### src/design/assert_macros.svh
// ----------------------------------------------------------------------------
// assert_macros.svh
// Shared concurrent assertion macros, clocked and disabled in reset.
// ----------------------------------------------------------------------------
`ifndef ASSERT_MACROS_SVH
`define ASSERT_MACROS_SVH

// ante true implies cons true in the same cycle
`define ASSERT_IMPLIES(label, clk, rst_n, ante, cons) \
  label: assert property (@(posedge clk) disable iff (!rst_n) (ante) |-> (cons)) \
    else $error("implication check failed");

// ante true implies cons true in the next cycle
`define ASSERT_NEXT(label, clk, rst_n, ante, cons) \
  label: assert property (@(posedge clk) disable iff (!rst_n) (ante) |=> (cons)) \
    else $error("next-cycle check failed");

// expr never true
`define ASSERT_NEVER(label, clk, rst_n, expr) \
  label: assert property (@(posedge clk) disable iff (!rst_n) !(expr)) \
    else $error("forbidden condition seen");

`endif

### src/design/rdc_pkg.sv
// ----------------------------------------------------------------------------
// rdc_pkg
// Types and constants shared by the radix digit converter modules.
// ----------------------------------------------------------------------------
package rdc_pkg;

  localparam int DIGIT_W       = 8;
  localparam int BASE_W        = 8;
  localparam int BITS_PER_STEP = 8;
  localparam logic [BASE_W-1:0] MIN_BASE = 8'd2;

  // job class decided at the front
  typedef enum logic [1:0] {
    KIND_ERROR,
    KIND_ZERO,
    KIND_DIGITS
  } rdc_kind_t;

  typedef struct packed {
    rdc_kind_t          kind;
    logic [BASE_W-1:0]  base;
  } rdc_cmd_t;

  typedef struct packed {
    logic busy;
    logic done;
  } rdc_div_stat_t;

  typedef enum logic [2:0] {
    ST_IDLE,
    ST_DIV,
    ST_RD,
    ST_EMIT,
    ST_ONE
  } rdc_state_t;

endpackage

### src/design/radix_digit_converter.sv
// ----------------------------------------------------------------------------
// radix_digit_converter
// Converts an unsigned value into its digits in a given base, most
// significant first, by repeated division onto a digit stack.
// ----------------------------------------------------------------------------
// Usage:
//   Input queue: raise push with in_value/in_base; the transaction completes
//   at an edge with push high and full low; two requests can wait up front.
//   Result queue: while empty is low, out_digit/out_last/out_error show the
//   oldest result; pop high with empty low takes it. out_last marks the
//   final digit. A base below 2 gives one result with out_error set; a zero
//   value gives the single digit 0.
//   Each division runs in the iterative divider and each digit is popped
//   from the stack through a read register; the back end takes no new
//   request until the last digit or the error/zero result is loaded.
//   A stalled receiver holds one result in the output register and the
//   back end waits; the front keeps accepting until its queue is full.
//   Reset (rst_n low, synchronous) empties both queues and idles the back.
// ----------------------------------------------------------------------------
module radix_digit_converter #(
  parameter int VALUE_WIDTH = 32,
  parameter int STACK_DEPTH = 32
) (
  input  logic                          clk,
  input  logic                          rst_n,
  input  logic                          push,
  output logic                          full,
  input  logic [VALUE_WIDTH-1:0]        in_value,
  input  logic [rdc_pkg::BASE_W-1:0]    in_base,
  output logic                          empty,
  input  logic                          pop,
  output logic [rdc_pkg::DIGIT_W-1:0]   out_digit,
  output logic                          out_last,
  output logic                          out_error
);
  import rdc_pkg::*;

  logic                   cmd_valid;
  logic                   cmd_ready;
  rdc_cmd_t               cmd;
  logic [VALUE_WIDTH-1:0] cmd_value;
  logic                   div_start;
  logic [VALUE_WIDTH-1:0] div_dividend;
  logic [BASE_W-1:0]      div_base;
  rdc_div_stat_t          div_stat;
  logic [VALUE_WIDTH-1:0] div_quotient;
  logic [DIGIT_W-1:0]     div_remainder;

  rdc_front #(
    .VALUE_WIDTH (VALUE_WIDTH)
  ) u_front (
    .clk       (clk),
    .rst_n     (rst_n),
    .push      (push),
    .full      (full),
    .in_value  (in_value),
    .in_base   (in_base),
    .cmd_valid (cmd_valid),
    .cmd_ready (cmd_ready),
    .cmd       (cmd),
    .cmd_value (cmd_value)
  );

  rdc_divider #(
    .VALUE_WIDTH (VALUE_WIDTH)
  ) u_div (
    .clk       (clk),
    .rst_n     (rst_n),
    .start     (div_start),
    .dividend  (div_dividend),
    .base      (div_base),
    .stat      (div_stat),
    .quotient  (div_quotient),
    .remainder (div_remainder)
  );

  rdc_back #(
    .VALUE_WIDTH (VALUE_WIDTH),
    .STACK_DEPTH (STACK_DEPTH)
  ) u_back (
    .clk           (clk),
    .rst_n         (rst_n),
    .cmd_valid     (cmd_valid),
    .cmd_ready     (cmd_ready),
    .cmd           (cmd),
    .cmd_value     (cmd_value),
    .div_start     (div_start),
    .div_dividend  (div_dividend),
    .div_base      (div_base),
    .div_stat      (div_stat),
    .div_quotient  (div_quotient),
    .div_remainder (div_remainder),
    .empty         (empty),
    .pop           (pop),
    .out_digit     (out_digit),
    .out_last      (out_last),
    .out_error     (out_error)
  );

endmodule

### src/design/rdc_front.sv
// ----------------------------------------------------------------------------
// rdc_front
// Accepts conversion requests, classifies them and holds them in a
// two-entry queue for the back end.
// ----------------------------------------------------------------------------
`include "assert_macros.svh"

module rdc_front #(
  parameter int VALUE_WIDTH = 32
) (
  input  logic                          clk,
  input  logic                          rst_n,
  input  logic                          push,
  output logic                          full,
  input  logic [VALUE_WIDTH-1:0]        in_value,
  input  logic [rdc_pkg::BASE_W-1:0]    in_base,
  output logic                          cmd_valid,
  input  logic                          cmd_ready,
  output rdc_pkg::rdc_cmd_t             cmd,
  output logic [VALUE_WIDTH-1:0]        cmd_value
);
  import rdc_pkg::*;

  rdc_cmd_t               cmd_q [2];
  logic [VALUE_WIDTH-1:0] val_q [2];
  logic                   wr_ptr_r;
  logic                   rd_ptr_r;
  logic [1:0]             cnt_r;
  logic                   push_acc;
  logic                   pop_acc;
  rdc_cmd_t               new_cmd;

  assign full      = (cnt_r == 2'd2);
  assign push_acc  = push && !full;
  assign cmd_valid = (cnt_r != 2'd0);
  assign pop_acc   = cmd_valid && cmd_ready;
  assign cmd       = cmd_q[rd_ptr_r];
  assign cmd_value = val_q[rd_ptr_r];

  always_comb begin
    new_cmd.base = in_base;
    if (in_base < MIN_BASE) begin
      new_cmd.kind = KIND_ERROR;
    end else if (in_value == '0) begin
      new_cmd.kind = KIND_ZERO;
    end else begin
      new_cmd.kind = KIND_DIGITS;
    end
  end

  always_ff @(posedge clk) begin
    if (push_acc) begin
      cmd_q[wr_ptr_r] <= new_cmd;
      val_q[wr_ptr_r] <= in_value;
    end
  end

  always_ff @(posedge clk) begin
    if (!rst_n) begin
      wr_ptr_r <= 1'b0;
      rd_ptr_r <= 1'b0;
      cnt_r    <= 2'd0;
    end else begin
      if (push_acc) wr_ptr_r <= !wr_ptr_r;
      if (pop_acc)  rd_ptr_r <= !rd_ptr_r;
      if (push_acc && !pop_acc) begin
        cnt_r <= cnt_r + 2'd1;
      end else if (pop_acc && !push_acc) begin
        cnt_r <= cnt_r - 2'd1;
      end
    end
  end

  `ASSERT_NEVER(a_cnt_range, clk, rst_n, cnt_r == 2'd3)
  `ASSERT_NEXT(a_fill, clk, rst_n, push_acc && !pop_acc, cnt_r == $past(cnt_r) + 2'd1)
  `ASSERT_IMPLIES(a_ptr_match, clk, rst_n, cnt_r == 2'd0 || cnt_r == 2'd2, wr_ptr_r == rd_ptr_r)

endmodule

### src/design/rdc_divider.sv
// ----------------------------------------------------------------------------
// rdc_divider
// Iterative divider by an 8-bit base, eight quotient bits per cycle.
// ----------------------------------------------------------------------------
`include "assert_macros.svh"

module rdc_divider #(
  parameter int VALUE_WIDTH = 32
) (
  input  logic                          clk,
  input  logic                          rst_n,
  input  logic                          start,
  input  logic [VALUE_WIDTH-1:0]        dividend,
  input  logic [rdc_pkg::BASE_W-1:0]    base,
  output rdc_pkg::rdc_div_stat_t        stat,
  output logic [VALUE_WIDTH-1:0]        quotient,
  output logic [rdc_pkg::DIGIT_W-1:0]   remainder
);
  import rdc_pkg::*;

  localparam int STEPS   = (VALUE_WIDTH + BITS_PER_STEP - 1) / BITS_PER_STEP;
  localparam int DIV_W   = STEPS * BITS_PER_STEP;
  localparam int STEP_CW = $clog2(STEPS + 1);

  // work_r: dividend bits shift out at the top, quotient bits enter at the bottom
  logic [DIV_W-1:0]   work_r;
  logic [DIGIT_W-1:0] rem_r;
  logic [BASE_W-1:0]  base_r;
  logic [STEP_CW-1:0] cnt_r;
  logic               busy_r;
  logic               done_r;
  logic [DIV_W-1:0]   work_nxt;
  logic [DIGIT_W-1:0] rem_nxt;

  always_comb begin
    logic [DIGIT_W:0] r9;
    work_nxt = work_r;
    rem_nxt  = rem_r;
    for (int i = 0; i < BITS_PER_STEP; i++) begin
      r9       = {rem_nxt, work_nxt[DIV_W-1]};
      work_nxt = {work_nxt[DIV_W-2:0], 1'b0};
      if (r9 >= {1'b0, base_r}) begin
        r9          = r9 - {1'b0, base_r};
        work_nxt[0] = 1'b1;
      end
      rem_nxt = r9[DIGIT_W-1:0];
    end
  end

  always_ff @(posedge clk) begin
    if (start && !busy_r) begin
      work_r <= DIV_W'(dividend);
      rem_r  <= '0;
      base_r <= base;
    end else if (busy_r) begin
      work_r <= work_nxt;
      rem_r  <= rem_nxt;
    end
  end

  always_ff @(posedge clk) begin
    if (!rst_n) begin
      busy_r <= 1'b0;
      done_r <= 1'b0;
      cnt_r  <= '0;
    end else begin
      done_r <= 1'b0;
      if (start && !busy_r) begin
        busy_r <= 1'b1;
        cnt_r  <= STEP_CW'(STEPS);
      end else if (busy_r) begin
        cnt_r <= cnt_r - STEP_CW'(1);
        if (cnt_r == STEP_CW'(1)) begin
          busy_r <= 1'b0;
          done_r <= 1'b1;
        end
      end
    end
  end

  assign stat.busy = busy_r;
  assign stat.done = done_r;
  assign quotient  = work_r[VALUE_WIDTH-1:0];
  assign remainder = rem_r;

  `ASSERT_NEVER(a_done_busy, clk, rst_n, done_r && busy_r)
  `ASSERT_IMPLIES(a_rem_lt_base, clk, rst_n, done_r, rem_r < base_r)
  `ASSERT_IMPLIES(a_cnt_live, clk, rst_n, busy_r, cnt_r != '0)

endmodule

### src/design/rdc_back.sv
// ----------------------------------------------------------------------------
// rdc_back
// Runs one conversion: repeated division onto the digit stack, then pops
// the stack into the result register, most significant digit first.
// ----------------------------------------------------------------------------
`include "assert_macros.svh"

module rdc_back #(
  parameter int VALUE_WIDTH = 32,
  parameter int STACK_DEPTH = 32
) (
  input  logic                          clk,
  input  logic                          rst_n,
  input  logic                          cmd_valid,
  output logic                          cmd_ready,
  input  rdc_pkg::rdc_cmd_t             cmd,
  input  logic [VALUE_WIDTH-1:0]        cmd_value,
  output logic                          div_start,
  output logic [VALUE_WIDTH-1:0]        div_dividend,
  output logic [rdc_pkg::BASE_W-1:0]    div_base,
  input  rdc_pkg::rdc_div_stat_t        div_stat,
  input  logic [VALUE_WIDTH-1:0]        div_quotient,
  input  logic [rdc_pkg::DIGIT_W-1:0]   div_remainder,
  output logic                          empty,
  input  logic                          pop,
  output logic [rdc_pkg::DIGIT_W-1:0]   out_digit,
  output logic                          out_last,
  output logic                          out_error
);
  import rdc_pkg::*;

  localparam int PTR_W = $clog2(STACK_DEPTH);
  localparam int CNT_W = $clog2(STACK_DEPTH + 1);

  logic [DIGIT_W-1:0] stack_mem [STACK_DEPTH];

  rdc_state_t         state_r, state_nxt;
  logic [CNT_W-1:0]   sp_r, sp_nxt;
  logic [CNT_W-1:0]   sp_dec;
  logic [BASE_W-1:0]  base_r, base_nxt;
  logic               one_err_r, one_err_nxt;
  logic [DIGIT_W-1:0] rd_data_r;
  logic               out_valid_r;
  logic [DIGIT_W-1:0] out_digit_r;
  logic               out_last_r;
  logic               out_error_r;

  logic               mem_wr;
  logic               mem_rd;
  logic               slot_free;
  logic               load_out;
  logic [DIGIT_W-1:0] ld_digit;
  logic               ld_last;
  logic               ld_err;

  assign slot_free = !out_valid_r || pop;
  assign sp_dec    = sp_r - CNT_W'(1);

  always_ff @(posedge clk) begin
    if (!rst_n) begin
      state_r <= ST_IDLE;
    end else begin
      state_r <= state_nxt;
    end
  end

  always_comb begin
    state_nxt    = state_r;
    sp_nxt       = sp_r;
    base_nxt     = base_r;
    one_err_nxt  = one_err_r;
    cmd_ready    = 1'b0;
    div_start    = 1'b0;
    div_dividend = cmd_value;
    div_base     = base_r;
    mem_wr       = 1'b0;
    mem_rd       = 1'b0;
    load_out     = 1'b0;
    ld_digit     = '0;
    ld_last      = 1'b0;
    ld_err       = 1'b0;
    case (state_r)
      ST_IDLE: begin
        cmd_ready = 1'b1;
        div_base  = cmd.base;
        if (cmd_valid) begin
          base_nxt = cmd.base;
          case (cmd.kind)
            KIND_DIGITS: begin
              div_start = 1'b1;
              sp_nxt    = '0;
              state_nxt = ST_DIV;
            end
            KIND_ERROR: begin
              one_err_nxt = 1'b1;
              state_nxt   = ST_ONE;
            end
            default: begin
              one_err_nxt = 1'b0;
              state_nxt   = ST_ONE;
            end
          endcase
        end
      end
      ST_DIV: begin
        if (div_stat.done) begin
          mem_wr = 1'b1;
          sp_nxt = sp_r + CNT_W'(1);
          // stop on a zero quotient or a full stack
          if (div_quotient == '0 || sp_r + CNT_W'(1) == CNT_W'(STACK_DEPTH)) begin
            state_nxt = ST_RD;
          end else begin
            div_start    = 1'b1;
            div_dividend = div_quotient;
          end
        end
      end
      ST_RD: begin
        mem_rd    = 1'b1;
        sp_nxt    = sp_dec;
        state_nxt = ST_EMIT;
      end
      ST_EMIT: begin
        if (slot_free) begin
          load_out  = 1'b1;
          ld_digit  = rd_data_r;
          ld_last   = (sp_r == '0);
          state_nxt = (sp_r == '0) ? ST_IDLE : ST_RD;
        end
      end
      ST_ONE: begin
        if (slot_free) begin
          load_out  = 1'b1;
          ld_last   = 1'b1;
          ld_err    = one_err_r;
          state_nxt = ST_IDLE;
        end
      end
      default: begin
        state_nxt = ST_IDLE;
      end
    endcase
  end

  always_ff @(posedge clk) begin
    if (!rst_n) begin
      sp_r <= '0;
    end else begin
      sp_r <= sp_nxt;
    end
  end

  always_ff @(posedge clk) begin
    base_r    <= base_nxt;
    one_err_r <= one_err_nxt;
  end

  // digit stack
  always_ff @(posedge clk) begin
    if (mem_wr) begin
      stack_mem[sp_r[PTR_W-1:0]] <= div_remainder;
    end
  end

  always_ff @(posedge clk) begin
    if (mem_rd) begin
      rd_data_r <= stack_mem[sp_dec[PTR_W-1:0]];
    end
  end

  // result register
  always_ff @(posedge clk) begin
    if (!rst_n) begin
      out_valid_r <= 1'b0;
    end else if (load_out) begin
      out_valid_r <= 1'b1;
    end else if (pop) begin
      out_valid_r <= 1'b0;
    end
  end

  always_ff @(posedge clk) begin
    if (load_out) begin
      out_digit_r <= ld_digit;
      out_last_r  <= ld_last;
      out_error_r <= ld_err;
    end
  end

  assign empty     = !out_valid_r;
  assign out_digit = out_digit_r;
  assign out_last  = out_last_r;
  assign out_error = out_error_r;

  `ASSERT_NEVER(a_start_busy, clk, rst_n, div_start && div_stat.busy)
  `ASSERT_NEVER(a_sp_range, clk, rst_n, sp_r > CNT_W'(STACK_DEPTH))
  `ASSERT_IMPLIES(a_rd_nonempty, clk, rst_n, mem_rd, sp_r != '0)

endmodule
### config.mk
export PLATFORM = sky130hd
export DESIGN_NAME = radix_digit_converter
export DESIGN_NICKNAME = d
export VERILOG_FILES = /design/src/design/rdc_pkg.sv /design/src/design/radix_digit_converter.sv /design/src/design/rdc_front.sv /design/src/design/rdc_divider.sv /design/src/design/rdc_back.sv
export VERILOG_INCLUDE_DIRS = /design/src /design/src/design
export SDC_FILE = /design/constraint.sdc
export NUM_CORES = 1
export LEC_CHECK = 0
export BUFFER_PORTS_ARGS = -buffer_cell sky130_fd_sc_hd__buf_2
export CELL_PAD_IN_SITES_DETAIL_PLACEMENT = 1
export CELL_PAD_IN_SITES_GLOBAL_PLACEMENT = 1
export CORE_ASPECT_RATIO = 1.4
export CORE_UTILIZATION = 57
export DETAILED_ROUTE_END_ITERATION = 10
export PLACE_DENSITY = 0.93
export RECOVER_POWER = 100
export SLEW_MARGIN = 10
export SYNTH_ARGS = -nofsm -noshare
export SYNTH_HDL_FRONTEND = slang
export SYNTH_SLANG_ARGS = --single-unit
### constraint.sdc
create_clock -name clk -period 51.4 [get_ports clk]
set_clock_uncertainty 0.1 [all_clocks]
set_input_delay 10.28 -clock clk [delete_from_list [all_inputs] [get_ports clk]]
set_output_delay 10.28 -clock clk [all_outputs]
set_load 0.01 [all_outputs]
==> impl_metrics.ini <==
[sta]
rsz0062_at_grt = no
setup_viol = 0
slew_viol_final = 504
slew_headroom_pct = -115
hold_viol = 0
fin_crit_ps = 24310
tightest_slew_ps = 3220
timing.fmax_ghz = 0.0411
min_period_over_period_pct = 47.3
setup_tns_ps = 0

[grt]
met2_usage_pct = 61.8
grt_max_degree = 68
grt_usage_pct = 33.4
grt_pass1_vias = 14200
grt_use_met3_pct = 5.21
grt_overflow_total = 0
use_met1_pct = 35.0
antenna_found_initial = 3
grt_busiest_layer = met2
grt_first_pass_wirelength_mm = 88.7

[synthesis]
yosysSeqAreaShare_pct = 62.0
synth_seq_cells = 435
syn_nets = 1491
postSynth.asyncResetShare_pct = 0
synth_warnings = 0
syn-cell-area_mm2 = 0.0206
synthDistinctLibCells = 91
avgSynthCellArea_um2 = 15.1
synth_edf_count = 407
synth_ff_type = edfxtp_1
syn-instance-count = 1368

[floorplanning]
initial_core_util_pct = 57.7
coreArea_mm2 = 0.0357
fp.dieH_um = 227
io_pins = 56
placementRows = 82
die_w_um = 163
die-area_mm2 = 0.0369

[clock_network]
clock_latency_ps = 560
cts.root.buffer_cell = clkbuf_16
path_clk_slew_ps = 70
numCtsBuffers = 41
cts_sinks = 435
ctsResizeCount = 0
cts_tree = done
htreeDepth = 2
cts_hold_buf = 0
clockBufferDepth = 3
post_cts_buffers = 0

[drt]
ant_nets = 0
wl_per_cell_um = 31.1
finalWirelength_mm = 59.7
num_vias = 13000
drt_iter0_drc = 1206
drt-pass1-iter-count = 5
vias_per_cell = 6.74
route.detailed.drc = 0

[critical_path]
crit_path_end_kind = flip-flop
critical-path-max-stage-delay_ps = 1620
start_kind = flip-flop
timing.critical_path.mode_cell = o21ai_0
critPathMaxFanout = 36
crit_type = flip-flop to flip-flop
crit_required_ps = 51750
crit_family = compound AO/OA/AOI/OAI gates
cp_data_arrival_time_ps = 24650
crit_slowest_cell = a221oi_1
cp.buffers_inverters = 5

[place]
io_buffers = 55
place_congestion = 0.895
hpwl_mm = 37.8

[final_layout]
syn2layout_area_growth_pct = 8.90
multi_input_area_mm2 = 0.00729
n_fill_cell = 3299
seq_area_mm2 = 0.0128
drive_above_1_share_pct = 14.1
final_nets = 1551

[job]
maxCapViolCount = 14

[status]
violations = capacitance limit, slew limit
status = finished with violations

[min_path]
hold_class = flip-flop to flip-flop
==> registers in the layout, indices dropped and copies added, names as in the netlist, 2 cells and up, named ones only <==
| signal | count |
|---|---|
| u_back.stack_mem | 256 |
| u_back.rd_data_r | 8 |
| u_div.quotient | 32 |
| u_back.out_digit | 8 |
| u_div.base_r | 8 |
| u_div.cnt_r | 3 |
| u_front.cnt_r | 2 |
| u_front.cmd_q | 20 |
| u_div.remainder | 8 |
| u_back.state_r | 3 |
| u_back.sp_r | 6 |
| u_front.val_q | 64 |
| u_back.base_r | 8 |
==> final timing paths <==
| path | end | start | slack [ps] | cells past startpoint |
|---|---|---|---|---|
| max | u_div.remainder[1] | u_div.remainder[5] | 27090 | 80 |
| min | u_div.done_r | u_div.cnt_r[2] | 450 | 1 |
| max reg2reg | u_div.remainder[1] | u_div.remainder[5] | 27090 | 80 |
| min reg2reg | u_div.done_r | u_div.cnt_r[2] | 450 | 1 |
==> cells in the mapped netlist, drive strengths merged, types with 9 or more instances <==
cell	count	share of area (%)
nor4	18	0.58
dfxtp	28	2.7
o21a	9	0.33
and2	17	0.52
mux2	45	2.6
nand3	19	0.49
nor2b	21	0.64
clkbuf	40	0.73
xor2	11	0.47
edfxtp	407	59
inv	54	1.0
a21o	13	0.47
nand2b	17	0.52
ha	71	4.3
xnor2	35	1.5
buf	12	0.57
a21oi	67	1.6
mux4	80	8.7
nand4	12	0.36
o211ai	9	0.40
nand2	51	0.97
o21ai	51	1.3
nor3	15	0.36
mux2i	50	2.4
nor2	111	2.0
==> stage by stage <==
step,instance area (µm²),utilization (%),hold WS [ps],worst slack [ps],instances
5_1_grt,22400,62.9,453,25360,1923
3_3_place_gp,21300,59.7,374,32710,1846
3_5_place_dp,21300,59.7,395,31480,1846
6_report,22400,62.9,450,27090,1923
4_1_cts,22600,63.4,436,31140,1919
2_1_floorplan,20600,-,354,34970,1368
==> area by class of cell <==
cell class | count | area share, %
antenna | 3 | 0.0335
clock buffer | 45 | 4.73
clock inverter | 28 | 1.11
inverter | 54 | 0.914
multi-input combinational | 827 | 32.5
sequential | 435 | 57.0
tap | 462 | 2.58
timing repair buffer | 69 | 1.20
==> placed cells by master, fill, tap and decap left out, types with 13 or more instances in the layout <==
cell type,instances
a21oi_1,66
dfxtp_1,28
nand2b_1,17
mux4_2,80
mux2_2,24
mux2_1,16
mux2i_1,50
nor3_1,15
nor2_1,111
ha_1,71
and2_0,14
nand3_1,18
inv_1,53
nor4_1,18
a21o_1,13
o21ai_0,47
nand2_1,50
edfxtp_1,407
xnor2_1,34
clkbuf_1,68
nor2b_1,21
clkbuf_16,42
==> cells by family after synthesis <==
group           share of synthesized area [%]
fa+ha+maj                                5.09
compound gates                           7.45
flops                                    62.0
simple gates                             7.46
xor+xnor                                 1.96
buf+inv                                  2.30
mux                                      13.7
==> metal layers <==
| layer | vias up | wire, µm | part of all wire, % |
|---|---|---|---|
| met5 | - | 0 | 0 |
| li1 | 5434 | - | - |
| met4 | 0 | 4190 | 7.0 |
| met1 | 6625 | 19700 | 33 |
| met2 | 673 | 32200 | 54 |
| met3 | 238 | 3640 | 6.1 |
Power is left out: the tool's default activity adds up to more than one toggle a clock period on the data nets, which glitch-free logic cannot reach.
